## config.mk

```make
export PLATFORM = sky130hd
export DESIGN_NAME = varint_packet_deframer
export DESIGN_NICKNAME = d
export VERILOG_FILES = /design/src/rtl/vpd_pkg.sv /design/src/rtl/varint_packet_deframer.sv /design/src/rtl/vpd_queue.sv /design/src/rtl/vpd_front.sv /design/src/rtl/vpd_core.sv
export SDC_FILE = /design/constraint.sdc
export NUM_CORES = 1
export LEC_CHECK = 0
export ABC_AREA = 1
export BUFFER_PORTS_ARGS = -buffer_cell sky130_fd_sc_hd__buf_2
export CORE_UTILIZATION = 65
export CTS_CLUSTER_DIAMETER = 30
export CTS_CLUSTER_SIZE = 30
export DETAILED_ROUTE_END_ITERATION = 10
export PLACE_DENSITY = 0.88
export SLEW_MARGIN = 25
export SYNTH_ARGS = -nofsm -noshare
export SYNTH_HDL_FRONTEND = slang
export SYNTH_SLANG_ARGS = --single-unit
```

## constraint.sdc

```tcl
create_clock -name clk -period 7.65 [get_ports clk]
set_input_delay 0.3825 -clock clk [delete_from_list [all_inputs] [get_ports clk]]
set_output_delay 0.3825 -clock clk [all_outputs]
set_load 0.01 [all_outputs]
```

## src/rtl/vpd_pkg.sv

```systemverilog
// shared types and codes for the varint packet deframer
// no dependencies; imported by every module of the block except vpd_queue
package vpd_pkg;

  localparam int VarintCountWidth = 3;
  localparam int WordWidth        = 32;

  typedef enum logic [1:0] {
    PH_LENGTH = 2'd0,
    PH_XLEN   = 2'd1,
    PH_ID     = 2'd2,
    PH_BODY   = 2'd3
  } phase_t;

  typedef enum logic [1:0] {
    KIND_HEADER     = 2'd0,
    KIND_PAYLOAD    = 2'd1,
    KIND_COMPRESSED = 2'd2,
    KIND_ERROR      = 2'd3
  } kind_t;

  typedef enum logic [1:0] {
    ERR_NONE     = 2'd0,
    ERR_OVERLONG = 2'd1,
    ERR_SHORT    = 2'd2
  } err_t;

  // classified byte from the front end
  typedef struct packed {
    logic       more;   // varint continuation flag
    logic [6:0] bits;
  } byte_item_t;

  typedef struct packed {
    kind_t                  kind;
    logic [7:0]             payload_byte;
    logic [WordWidth-1:0]   packet_id;
    logic [WordWidth-1:0]   expanded_length;
    logic                   packet_end;
    err_t                   error_code;
  } result_t;

endpackage

```

## src/rtl/varint_packet_deframer.sv

```systemverilog
// top level of the varint length-prefixed packet deframer
// depends on vpd_pkg, vpd_front, vpd_core and vpd_queue
//
// Accepts one link byte per cycle and returns exactly one result per byte, in
// order, with a sustained rate of one byte per clock when the result side pops
// every cycle. A byte is first registered in the input queue; the combinational
// varint and length update of the framing core then writes its result into the
// result queue, from which it is popped. Each queue holds QUEUE_DEPTH entries,
// so either side may stall without stopping the other until that queue fills.
// compression_on is sampled when a packet length completes and should only be
// written while no bytes are in flight; cfg_ready is always high.
module varint_packet_deframer #(
  parameter int MAX_VARINT_BYTES = 5,
  parameter int QUEUE_DEPTH      = 2
) (
  input  logic               clk,
  input  logic               rst_n,
  // byte input
  input  logic               in_push,
  input  logic [7:0]         in_data_byte,
  output logic               in_full,
  // results
  output logic               out_empty,
  input  logic               out_pop,
  output logic [1:0]         out_kind,
  output logic [7:0]         out_payload_byte,
  output logic signed [31:0] out_packet_id,
  output logic signed [31:0] out_expanded_length,
  output logic               out_packet_end,
  output logic [1:0]         out_error_code,
  // configuration
  input  logic               cfg_valid,
  output logic               cfg_ready,
  input  logic               cfg_compression_on
);
  import vpd_pkg::*;

  logic                       compression_on_r;
  byte_item_t                 item;
  logic                       item_valid;
  logic                       item_take;
  result_t                    res;
  logic                       res_valid;
  logic                       outq_full;
  logic [$bits(result_t)-1:0] outq_rdata;
  result_t                    head;

  assign cfg_ready = 1'b1;

  always_ff @(posedge clk) begin
    if (!rst_n) begin
      compression_on_r <= 1'b0;
    end else if (cfg_valid && cfg_ready) begin
      compression_on_r <= cfg_compression_on;
    end
  end

  vpd_front #(
    .DEPTH (QUEUE_DEPTH)
  ) u_front (
    .clk          (clk),
    .rst_n        (rst_n),
    .in_push      (in_push),
    .in_data_byte (in_data_byte),
    .in_full      (in_full),
    .item         (item),
    .item_valid   (item_valid),
    .item_take    (item_take)
  );

  vpd_core #(
    .MAX_VARINT_BYTES (MAX_VARINT_BYTES)
  ) u_core (
    .clk            (clk),
    .rst_n          (rst_n),
    .compression_on (compression_on_r),
    .item           (item),
    .item_valid     (item_valid),
    .item_take      (item_take),
    .res            (res),
    .res_valid      (res_valid),
    .res_ready      (~outq_full)
  );

  vpd_queue #(
    .WIDTH ($bits(result_t)),
    .DEPTH (QUEUE_DEPTH)
  ) u_outq (
    .clk   (clk),
    .rst_n (rst_n),
    .push  (res_valid),
    .wdata (res),
    .full  (outq_full),
    .pop   (out_pop),
    .rdata (outq_rdata),
    .empty (out_empty)
  );

  assign head                = result_t'(outq_rdata);
  assign out_kind            = head.kind;
  assign out_payload_byte    = head.payload_byte;
  assign out_packet_id       = $signed(head.packet_id);
  assign out_expanded_length = $signed(head.expanded_length);
  assign out_packet_end      = head.packet_end;
  assign out_error_code      = head.error_code;

endmodule

```

## src/rtl/vpd_queue.sv

```systemverilog
// small synchronous fifo built from registers, used on both sides of the core
// no package dependencies
module vpd_queue #(
  parameter int WIDTH = 8,
  parameter int DEPTH = 2
) (
  input  logic             clk,
  input  logic             rst_n,
  input  logic             push,
  input  logic [WIDTH-1:0] wdata,
  output logic             full,
  input  logic             pop,
  output logic [WIDTH-1:0] rdata,
  output logic             empty
);

  localparam int AW = (DEPTH > 1) ? $clog2(DEPTH) : 1;
  localparam int CW = $clog2(DEPTH + 1);

  logic [WIDTH-1:0] mem_r [DEPTH];
  logic [AW-1:0]    wr_ptr_r, wr_ptr_nxt;
  logic [AW-1:0]    rd_ptr_r, rd_ptr_nxt;
  logic [CW-1:0]    count_r, count_nxt;
  logic             do_push, do_pop;

  assign full    = (count_r == CW'(DEPTH));
  assign empty   = (count_r == '0);
  assign do_push = push & ~full;
  assign do_pop  = pop & ~empty;
  assign rdata   = mem_r[rd_ptr_r];

  always_comb begin
    wr_ptr_nxt = wr_ptr_r;
    rd_ptr_nxt = rd_ptr_r;
    count_nxt  = count_r;
    if (do_push) begin
      wr_ptr_nxt = (wr_ptr_r == AW'(DEPTH - 1)) ? '0 : wr_ptr_r + 1'b1;
    end
    if (do_pop) begin
      rd_ptr_nxt = (rd_ptr_r == AW'(DEPTH - 1)) ? '0 : rd_ptr_r + 1'b1;
    end
    case ({do_push, do_pop})
      2'b10:   count_nxt = count_r + 1'b1;
      2'b01:   count_nxt = count_r - 1'b1;
      default: count_nxt = count_r;
    endcase
  end

  always_ff @(posedge clk) begin
    if (!rst_n) begin
      wr_ptr_r <= '0;
      rd_ptr_r <= '0;
      count_r  <= '0;
    end else begin
      wr_ptr_r <= wr_ptr_nxt;
      rd_ptr_r <= rd_ptr_nxt;
      count_r  <= count_nxt;
    end
  end

  always_ff @(posedge clk) begin
    if (do_push) begin
      mem_r[wr_ptr_r] <= wdata;
    end
  end

endmodule

```

## src/rtl/vpd_front.sv

```systemverilog
// front end: takes link bytes, splits off the continuation flag, queues them
// depends on vpd_pkg and vpd_queue
module vpd_front #(
  parameter int DEPTH = 2
) (
  input  logic                clk,
  input  logic                rst_n,
  input  logic                in_push,
  input  logic [7:0]          in_data_byte,
  output logic                in_full,
  output vpd_pkg::byte_item_t item,
  output logic                item_valid,
  input  logic                item_take
);
  import vpd_pkg::*;

  byte_item_t                  cls;
  logic [$bits(byte_item_t)-1:0] q_rdata;
  logic                        q_empty;

  assign cls.more = in_data_byte[7];
  assign cls.bits = in_data_byte[6:0];

  vpd_queue #(
    .WIDTH ($bits(byte_item_t)),
    .DEPTH (DEPTH)
  ) u_queue (
    .clk   (clk),
    .rst_n (rst_n),
    .push  (in_push),
    .wdata (cls),
    .full  (in_full),
    .pop   (item_take),
    .rdata (q_rdata),
    .empty (q_empty)
  );

  assign item       = byte_item_t'(q_rdata);
  assign item_valid = ~q_empty;

endmodule

```

## src/rtl/vpd_core.sv

```systemverilog
// back end: varint decoding and packet framing state machine, one byte a cycle while the result queue has room
// depends on vpd_pkg
module vpd_core #(
  parameter int MAX_VARINT_BYTES = 5
) (
  input  logic                clk,
  input  logic                rst_n,
  input  logic                compression_on,
  input  vpd_pkg::byte_item_t item,
  input  logic                item_valid,
  output logic                item_take,
  output vpd_pkg::result_t    res,
  output logic                res_valid,
  input  logic                res_ready
);
  import vpd_pkg::*;

  phase_t                      phase_r, phase_nxt;
  logic [WordWidth-1:0]        acc_r, acc_nxt;
  logic [VarintCountWidth-1:0] cnt_r, cnt_nxt;
  logic [WordWidth-1:0]        rem_r, rem_nxt;
  logic [WordWidth-1:0]        id_r, id_nxt;
  logic [WordWidth-1:0]        xlen_r, xlen_nxt;

  logic [WordWidth-1:0]        rem_dec;
  logic [WordWidth-1:0]        shifted;
  logic [WordWidth-1:0]        acc_sum;
  logic [VarintCountWidth-1:0] cnt_inc;
  logic                        take;
  kind_t                       kind;
  logic [7:0]                  pay;
  logic                        pend;
  err_t                        err;

  assign take      = item_valid & res_ready;
  assign item_take = take;
  assign res_valid = item_valid;

  // place the payload bits at their group position, only the low four in the fifth group
  always_comb begin
    case (cnt_r)
      3'd0:    shifted = {25'd0, item.bits};
      3'd1:    shifted = {18'd0, item.bits, 7'd0};
      3'd2:    shifted = {11'd0, item.bits, 14'd0};
      3'd3:    shifted = {4'd0, item.bits, 21'd0};
      3'd4:    shifted = {item.bits[3:0], 28'd0};
      default: shifted = '0;
    endcase
  end

  assign acc_sum = acc_r | shifted;
  assign cnt_inc = cnt_r + 1'b1;
  assign rem_dec = (phase_r != PH_LENGTH && rem_r != '0) ? rem_r - 1'b1 : rem_r;

  always_comb begin
    phase_nxt = phase_r;
    acc_nxt   = acc_r;
    cnt_nxt   = cnt_r;
    rem_nxt   = rem_r;
    id_nxt    = id_r;
    xlen_nxt  = xlen_r;
    kind      = KIND_HEADER;
    pay       = '0;
    pend      = 1'b0;
    err       = ERR_NONE;

    if (take) begin
      rem_nxt = rem_dec;
      if (phase_r == PH_BODY) begin
        pay  = {item.more, item.bits};
        kind = (xlen_r != '0) ? KIND_COMPRESSED : KIND_PAYLOAD;
        if (rem_dec == '0) begin
          pend      = 1'b1;
          phase_nxt = PH_LENGTH;
        end
      end else if (!item.more) begin
        acc_nxt = '0;
        cnt_nxt = '0;
        case (phase_r)
          PH_LENGTH: begin
            if (acc_sum == '0 || acc_sum[WordWidth-1]) begin
              err = ERR_SHORT;
            end else begin
              rem_nxt   = acc_sum;
              id_nxt    = '0;
              xlen_nxt  = '0;
              phase_nxt = compression_on ? PH_XLEN : PH_ID;
            end
          end
          PH_XLEN: begin
            if (acc_sum != '0) begin
              xlen_nxt = acc_sum;
              if (rem_dec == '0) begin
                pend      = 1'b1;
                phase_nxt = PH_LENGTH;
              end else begin
                phase_nxt = PH_BODY;
              end
            end else if (rem_dec == '0) begin
              err = ERR_SHORT;
            end else begin
              phase_nxt = PH_ID;
            end
          end
          default: begin
            id_nxt = acc_sum;
            if (rem_dec == '0) begin
              pend      = 1'b1;
              phase_nxt = PH_LENGTH;
            end else begin
              phase_nxt = PH_BODY;
            end
          end
        endcase
      end else if (cnt_inc >= VarintCountWidth'(MAX_VARINT_BYTES)) begin
        err = ERR_OVERLONG;
      end else if (phase_r != PH_LENGTH && rem_dec == '0) begin
        err = ERR_SHORT;
      end else begin
        acc_nxt = acc_sum;
        cnt_nxt = cnt_inc;
      end

      // resynchronise on the next length
      if (err != ERR_NONE) begin
        phase_nxt = PH_LENGTH;
        acc_nxt   = '0;
        cnt_nxt   = '0;
        rem_nxt   = '0;
        id_nxt    = '0;
        xlen_nxt  = '0;
        kind      = KIND_ERROR;
        pay       = '0;
        pend      = 1'b0;
      end
    end

    res.kind            = kind;
    res.payload_byte    = pay;
    res.packet_id       = id_nxt;
    res.expanded_length = xlen_nxt;
    res.packet_end      = pend;
    res.error_code      = err;
  end

  always_ff @(posedge clk) begin
    if (!rst_n) begin
      phase_r <= PH_LENGTH;
      acc_r   <= '0;
      cnt_r   <= '0;
      rem_r   <= '0;
      id_r    <= '0;
      xlen_r  <= '0;
    end else begin
      phase_r <= phase_nxt;
      acc_r   <= acc_nxt;
      cnt_r   <= cnt_nxt;
      rem_r   <= rem_nxt;
      id_r    <= id_nxt;
      xlen_r  <= xlen_nxt;
    end
  end

`ifndef SYNTH
  a_err_clears_fields: assert property (@(posedge clk) disable iff (!rst_n)
    take && res.error_code != ERR_NONE |->
      res.kind == KIND_ERROR && res.packet_id == '0 && res.expanded_length == '0
      && !res.packet_end)
    else $error("error result carries stale fields");

  a_err_resyncs: assert property (@(posedge clk) disable iff (!rst_n)
    take && res.error_code != ERR_NONE |=>
      phase_r == PH_LENGTH && rem_r == '0 && cnt_r == '0 && acc_r == '0)
    else $error("state not cleared after error");

  a_count_bound: assert property (@(posedge clk) disable iff (!rst_n)
    cnt_r < VarintCountWidth'(MAX_VARINT_BYTES))
    else $error("varint byte count past limit");

  a_body_has_bytes: assert property (@(posedge clk) disable iff (!rst_n)
    phase_r == PH_BODY |-> rem_r != '0)
    else $error("body phase with nothing left in packet");
`endif

endmodule
```

* Word-level counts from Yosys, hierarchy flattened
Memory sizes are Yosys's and may differ from the RTL's. A register that Yosys moved wholly into a read port is not among the register bits.
Index checks and enable logic that the tools add are counted.
W data, S select, Z words.
** Word-level totals
- Output and inout port bits :: 80
- Logic and storage cells :: 150
- Bits in registers :: 142
- Memory bits (writable) :: 170
- Memories kept :: 2
** Cells by class
- Equal/unequal tests :: 19
- $add $sub $neg :: 10
- Reductions and logical operators :: 18
- Magnitude comparators :: 1
- Muxes and demuxes :: 78
- Bitwise operators :: 9
** Memory list
- u_outq.mem_r :: depth 2, bits a word 77, read ports 1, clocked after memory_dff 1, wr ports 1, line vpd_queue.sv:20 : logic [WIDTH-1:0] mem_r [DEPTH];
- u_front.u_queue.mem_r :: depth 2, bits a word 8, read ports 1, clocked after memory_dff 1, wr ports 1, line vpd_queue.sv:20
** Operators with widths (count)
- $mux W32 :: 22
- $pmux W32 S5 :: 1
- $pmux W32 S2 :: 2
- $reduce_bool A32 Y1 :: 3
- $logic_not A32 Y1 :: 2
- $mux W2 :: 22
- $or A32 B32 Y32 :: 1
- $sub A32 B1 Y32 const B :: 1
- $mux W8 :: 3
- $mux W1 :: 18
- $pmux W2 S2 :: 4
- $mux W3 :: 5
- $ne A3 B3 Y1 const B :: 4
- $eq A2 B2 Y1 const B :: 5
- $reduce_bool A2 Y1 :: 4
- $eq A2 B1 Y1 const B :: 3
- $eq A3 B2 Y1 const B :: 2
- $logic_not A2 Y1 :: 3
- $ne A5 B4 Y1 const B :: 1
- $reduce_and A5 Y1 :: 1
- $add A1 B1 Y1 const B :: 4
- $add A2 B1 Y2 const B :: 2
- $and A1 B1 Y1 :: 4
- $ne A4 B3 Y1 const B :: 1
- 12 further kinds :: 17

* Depth between registers and ports, before layout
Gate-level depths: netlist of run 1.
- Word-level depth :: 13
- Mapped depth :: 25
- Gate-level depth less buffers :: 24

* Cells and area by module
Synthesis of run 1 repeated with hierarchy kept, for this count alone.
** Unflattened totals
- Cells, all modules :: 1790
- Area, all modules :: 15871.5 µm²
** By module, submodules not included
- vpd_core :: times used 1, area an instance 9033.7 µm², cells each 1435, sequential area each 2662.6 µm²
- vpd_queue at u_outq :: times used 1, area an instance 5938.2 µm², cells each 280, sequential area each 4724.5 µm²
- vpd_queue at u_front.u_queue :: times used 1, area an instance 839.6 µm², cells each 65, sequential area each 580.6 µm²
- varint_packet_deframer :: times used 1, area an instance 56.3 µm², cells each 9, sequential area each 20.0 µm²
- vpd_front :: times used 1, area an instance 3.8 µm², cells each 1, sequential area each 0.0 µm²

* Worst setup path after synthesis of run 1
Ideal clock, no wire load.
- Path type :: reg-to-reg
- Start point :: reg u_front.u_queue.count_r[0]
- End point :: mem u_outq.mem_r[0][0] (netlist name), enable pin
- Setup time :: 513 ps
- Setup slack :: 2835 ps
- Data arrival time :: 4302 ps
- Required time :: 7137 ps
- Path buffers :: 2
- Clock period less this slack :: 4815 ps
- Cell stages (with the launch flop) :: 5
- Path through :: dfxtp_1 o22ai_1 clkbuf_1 buf_1 nor2_1
** On the way
- Word-level cells in the longest chain between the ends :: 5
** Ends and longest elaborated chain
- start: declaration :: line vpd_queue.sv:23 : logic [CW-1:0] count_r, count_nxt;
- start signal: assignment :: line vpd_queue.sv:57 : count_r <= count_nxt;
- $logic_not A2 Y1 :: line vpd_queue.sv:27 : assign empty = (count_r == '0);
- $not A1 Y1 :: line vpd_front.sv:39 : assign item_valid = ~q_empty;
- $and A1 B1 Y1 :: line vpd_queue.sv:28 : assign do_push = push & ~full;
- $mux W1 :: line vpd_queue.sv:62 : if (do_push) begin
- $mux W1 (not written as such) :: line vpd_queue.sv:63 : mem_r[wr_ptr_r] <= wdata;
- end: declaration :: line vpd_queue.sv:20
No other way between the ends.

* Worst setup path after layout of run 1
- Start point :: reg u_core.cnt_r[0]
- End point :: reg u_core.acc_r[31]
** On the way
- Word-level cells in the longest chain between the ends :: 13
** Ends and longest elaborated chain
- start: declaration :: line vpd_core.sv:20 : logic [VarintCountWidth-1:0] cnt_r, cnt_nxt;
- start signal: assignment :: line vpd_core.sv:157 : cnt_r <= cnt_nxt;
- $eq A3 B3 Y1 (tied with other cells) :: line vpd_core.sv:41 : case (cnt_r)
- $pmux W32 S5 :: line vpd_core.sv:41
- $or A32 B32 Y32 :: line vpd_core.sv:51 : assign acc_sum = acc_r | shifted;
- $logic_not A32 Y1 :: line vpd_core.sv:81 : if (acc_sum == '0 || acc_sum[WordWidth-1]) begin
- $logic_or A1 B1 Y1 :: line vpd_core.sv:81
- $mux W2 :: line vpd_core.sv:81
- $pmux W2 S2 :: line vpd_core.sv:79 : case (phase_r)
- $mux W2 :: line vpd_core.sv:76 : end else if (!item.more) begin
- $mux W2 :: line vpd_core.sv:69 : if (phase_r == PH_BODY) begin
- $mux W2 :: line vpd_core.sv:67 : if (take) begin
- $reduce_bool A2 Y1 :: line vpd_core.sv:125 : if (err != ERR_NONE) begin
- $ne A3 B3 Y1 (no source line) or $ne A2 B2 Y1 (tied branches)
- $reduce_and A4 Y1 (no source line)
- end signal: assignment :: line vpd_core.sv:156 : acc_r <= acc_nxt;
- end: declaration :: line vpd_core.sv:19 : logic [WordWidth-1:0] acc_r, acc_nxt;
Parallel ways exist; a longest one is shown, timed or not. The select of a mux whose other input is x is not followed.
A chain may end at the register's enable or synchronous reset.

==> results of run 1 <==
==> metal layers <==
metal	vias to the layer above	GRT usage [%]	part of all wire (%)
li1	6661	-	-
met1	6799	49.8	35
met2	1290	63.2	45
met3	359	9.34	13
met4	4	25.2	7.2
met5	-	0	0.048
==> critical path, cell delays in order, from the launching register on <==
cell	delay (ps)
dfxtp_1	410
inv_1	110
ha_1	220
nand2_1	70
inv_1	100
a21oi_1	950
nand4_1	260
or2_2	370
nor3_2	230
nand2_2	150
nand2_1	130
nand2_1	130
nand2_1	130
a21oi_2	60
buf_4	290
nand4_4	420
nand3_4	520
nand2_1	330
inv_1	60
nor2_1	110
==> what timing repair did <==
action                     in CTS  in global routing
setup endpoints to repair       0                  0
hold buffers                    1                  1
hold endpoints to repair        1                  2
==> cell usage after synthesis, types with 16 or more instances <==
cell / number
buf_2: 16
nand3_1: 85
inv_1: 200
a21oi_1: 135
o21ai_0: 89
dfxtp_1: 144
edfxtp_1: 170
mux2_2: 77
o22ai_1: 31
nand4_1: 53
clkbuf_1: 60
o21ai_1: 27
and2_1: 23
nand2_1: 518
nor2_1: 230
==> how the worst max path moves through the flow <==
stage | to | startpoint | slack (ps)
2_1_floorplan | u_outq.mem_r[0][0] | u_front.u_queue.count_r[0] | 2840
3_3_place_gp | u_outq.mem_r[0][34] | u_core.cnt_r[0] | 3070
3_5_place_dp | u_outq.mem_r[0][34] | u_core.cnt_r[0] | 3030
4_1_cts | u_core.xlen_r[27] | u_core.rem_r[0] | 2890
5_1_grt | u_core.xlen_r[27] | u_core.rem_r[7] | 2260
6_report | u_core.acc_r[31] | u_core.cnt_r[0] | 2490
==> logic make-up (layout without fill, tap and decap cells) <==
family	after synthesis	in the layout	synth area share, %
adders and majority gates	9	9	0.709
other	1	1	0.0236
DFF	314	314	50.3
xor gates and xnor gates	9	9	0.497
muxes	77	77	5.46
and+or+nand+nor	942	942	24.9
AOI/OAI and AO/OA	306	306	10.3
buffers and inverters	309	429	7.86
==> layout make-up <==
type                       instances  area [um2]
sequential                       314        7990
multi-input combinational       1344        6680
fill                            1534        5140
clock buffer                      61        1440
inverter                         208         781
timing repair buffer             119         681
clock inverter                    41         569
tap                              319         399
==> registers in the layout, indices dropped and copies added, names as in the netlist, named ones only <==
register / count
u_core.phase_r: 2
u_outq.rd_ptr_r: 1
u_outq.wr_ptr_r: 1
u_core.cnt_r: 3
u_core.id_r: 32
u_front.u_queue.rd_ptr_r: 1
u_front.u_queue.count_r: 2
u_core.acc_r: 32
compression_on_r: 1
u_front.u_queue.mem_r: 16
u_core.rem_r: 32
u_front.u_queue.wr_ptr_r: 1
u_core.xlen_r: 32
u_outq.mem_r: 154
u_outq.count_r: 2
==> through the flow <==
step	hold slack [ps]	setup slack [ps]	area (um2)	util (%)	instances
after detailed placement	437	3030	16500	69.7	2302
after global routing	0.816	2260	18500	78.3	2406
after CTS	1.10	2890	18500	78.3	2405
after global placement	426	3070	16500	69.6	2301
after floorplan	426	2840	15900	-	1967
final	9.05	2490	18500	78.3	2406
==> reports/results.ini, run 1 <==
[logic_synthesis]
synth_area_leaders = edfxtp_1 32%, dfxtp_1 18%, nand2_1 12%
yosys.area.top_type = edfxtp_1
synth_ff_type = edfxtp_1
syn_area_per_cell_um2 = 8.07
synth_top_area_share_pct = 32.2
synthesis.nets = 1990
async_reset_ff_share_pct = 0
ys_seq_elements = 314
syn-instance-count = 1967
ys_types = 41
synth-edff-count = 170
yosysWarnings = 0
seq_area_frac_synth_pct = 50.3
synth_area_um2 = 15900

[die]
die_x_um = 158
start_util_pct = 67.0
core_area_um2 = 23700
io_pins = 94
die_area_um2 = 25100
chipHeight_um = 158
rows = 56

[cts]
cts_tree = done
cts_buffer_depth = 3
ctsResizeCount = 0
cts_made_buffers = 54
cts.htree.levels = 2
root_buffer = clkbuf_16
clkSlewWorstSetupHoldPaths_ps = 50
clock_sinks = 314
cts_setup_buffers = 0
clkLatencyLatePin_ps = 590

[layout]
nets = 2064
drive_above_1_share_pct = 15.7
diodes = 0
final_cell_mix = 518 x nand2_1, 226 x nor2_1, 197 x inv_1, 170 x edfxtp_1, 143 x dfxtp_1
syn_to_final_growth_pct = 16.8
layout_commonest_cell = nand2_1

[detailed_routing]
drt_pass1_iterations = 8
viasPerCell = 6.28
first_iter_violations = 2610
num_vias = 15100
ant_nets = 0
finalWirelength_um = 49900
wire_per_inst_um = 20.7
drc = 0

[min_path]
whs_path_depth = 1
worstHoldEndpoint = u_front.u_queue.mem_r[1][2]
hold_path.class = in2reg
hold_start = in_data_byte[2]

[timing]
fmax_mhz = 194
max_slew_margin_pct = 21.1
fin_crit_sh_pct = 67.5
rsz0062_at_grt = no
worst_pin_slew_ps = 1180
finalSetupTns_ps = 0
setup_viol = 0
slew_viol_final = 0
skew_ps = 48.6
fin_crit_ps = 5160
hold_viol_final = 0

[worst_setup_path]
cp.arrival_ps = 5660
worstSetupStartpointType = flop
crit_type = reg2reg
r2r-start = u_core.cnt_r[0]
timing.rr.end = u_core.acc_r[31]
reg2reg_depth = 19
required_ps = 8140
reg2reg_slack_ps = 2490
path_max_fanout = 38
crit_path_end_kind = flop

[global_route]
grt_pass1_wl_um = 76400
grt_max_degree = 77
grt_overflow = 0
grt_use_total_pct = 40.1
antenna_found_initial = 2
grt_pass1_vias = 14100

[run_status]
status = completed

[place]
gp_congestion = 1.00
dp_hpwl_um = 28800
port_buffers = 92

[flow_run]
drv_cap = 0

Power of run 1 is left out: the tool's default activity adds up to more than one toggle a clock period on the data nets, which glitch-free logic cannot reach.
==> run 2: changes to the inputs <==
- CORE_UTILIZATION: 65 -> 55
- PLACE_DENSITY: 0.88 -> 0.8
- clock period: 7.65 -> 4.4 ns (I/O delays scaled with it)
==> reports/results.ini, run 2 (synthesized netlist as in run 1, its figures left out) <==
[run_status]
status = completed

[min_path]
hold_path.class = in2reg
hold_start = in_push

[timing]
finalSetupTns_ps = 0
fin_crit_ps = 4150
slew_viol_final = 0
max_slew_margin_pct = 33.0
fmax_mhz = 241
rsz0062_at_grt = no
skew_ps = 35.6
hold_viol_final = 0
setup_viol = 0
fin_crit_sh_pct = 94.4
worst_pin_slew_ps = 1000

[layout]
final_cell_mix = 518 x nand2_1, 226 x nor2_1, 198 x inv_1, 170 x edfxtp_1, 143 x dfxtp_1
layout_commonest_cell = nand2_1
multi_input_area_um2 = 6690
largest-register = u_outq.mem_r
largest_reg_flops = 154
nFillCells = 2221
seq_area_um2 = 7990
nets = 2102
syn_to_final_growth_pct = 19.7
drive_above_1_share_pct = 17.1

[detailed_routing]
finalWirelength_um = 47000
ant_nets = 0
drt_pass1_iterations = 6
drc = 0
wire_per_inst_um = 18.7
viasPerCell = 5.73
num_vias = 14400
first_iter_violations = 1779

[die]
rows = 61
start_util_pct = 56.5
io_pins = 94
die_x_um = 172
die_area_um2 = 29500
core_area_um2 = 28100
chipHeight_um = 172

[cts]
cts_setup_buffers = 0
clkLatencyLatePin_ps = 590
cts_tree = done
clock_sinks = 314
cts_made_buffers = 61
cts.htree.levels = 2
clkSlewWorstSetupHoldPaths_ps = 50
cts_buffer_depth = 3
root_buffer = clkbuf_16

[worst_setup_path]
crit_path_end_kind = flop
endpoint = u_core.xlen_r[17]
crit_type = reg2reg
worstSetupStartpointType = flop
required_ps = 4880
reg2reg_depth = 18
timing.rr.end = u_core.xlen_r[17]
cp.arrival_ps = 4630
path_max_fanout = 33
reg2reg_slack_ps = 250

[global_route]
grt_pass1_vias = 13300
grt_overflow = 0
grt_pass1_wl_um = 71900
antenna_found_initial = 0
grt_use_total_pct = 31.8
grt_max_degree = 67

[place]
dp_hpwl_um = 30900
port_buffers = 92
gp_congestion = 1.04

[flow_run]
drv_cap = 0

-- run 2: layout make-up --
class / instances / area share (%)
Clock inverter: 53 / 3.00
Sequential cell: 314 / 42.0
Multi-Input combinational cell: 1344 / 35.2
Clock buffer: 63 / 8.07
Timing Repair Buffer: 150 / 5.06
Antenna cell: 1 / 0.0132
Tap cell: 378 / 2.49
Inverter: 208 / 4.11
-- run 2: critical path: stages, from the launching register on --
cell and delay, ps:
dfxtp_1 540, inv_2 170, nand2_1 120, nand2_1 260
a21oi_1 510, nand4_1 150, or2_2 300, nor3_2 300
nand2_2 170, nand2_1 150, nand2_1 140, nand2_1 120
a21oi_2 110, nand2_1 160, nor2_4 70, buf_4 300
nand2_1 140, o21ai_1 110, and2_1 200
-- run 2: worst min path at each step --
stage | to | depth (start not counted)
after floorplan | u_front.u_queue.mem_r[0][0] | 0
after global placement | u_front.u_queue.mem_r[1][6] | 1
after detailed placement | u_front.u_queue.mem_r[0][4] | 1
after CTS | u_front.u_queue.wr_ptr_r | 3
after global routing | u_front.u_queue.wr_ptr_r | 3
final | u_front.u_queue.wr_ptr_r | 3
-- run 2: routing by layer --
layer  up-vias  wire length (um)  part of all wire (%)  track usage, %
met2       788             20900                    45            48.8
met1      6687             18900                    40            42.8
met4         0              2130                   4.5            15.4
met3       147              5010                    11            6.59
met5         -                 0                     0               0
li1       6771                 -                     -               -
-- run 2: what timing repair did --
item / 4_1_cts / 5_1_grt
hold buffers: 11 / 0
setup endpoints to repair: 0 / 113
resized for setup: 0 / 1
endpoints found under the hold margin: 18 / 0
-- run 2: stage by stage --
stage	cells	hold WS, ps	utilization (%)	instance area, um2	setup slack [ps]
floorplan	1967	319	-	15900	868
global placement	2383	409	59.8	16800	369
detailed placement	2383	412	59.8	16800	266
CTS	2510	252	67.6	19000	262
global route	2510	269	67.7	19000	59.6
finish	2511	234	67.7	19000	245
Power of run 2 is left out for the same reason.
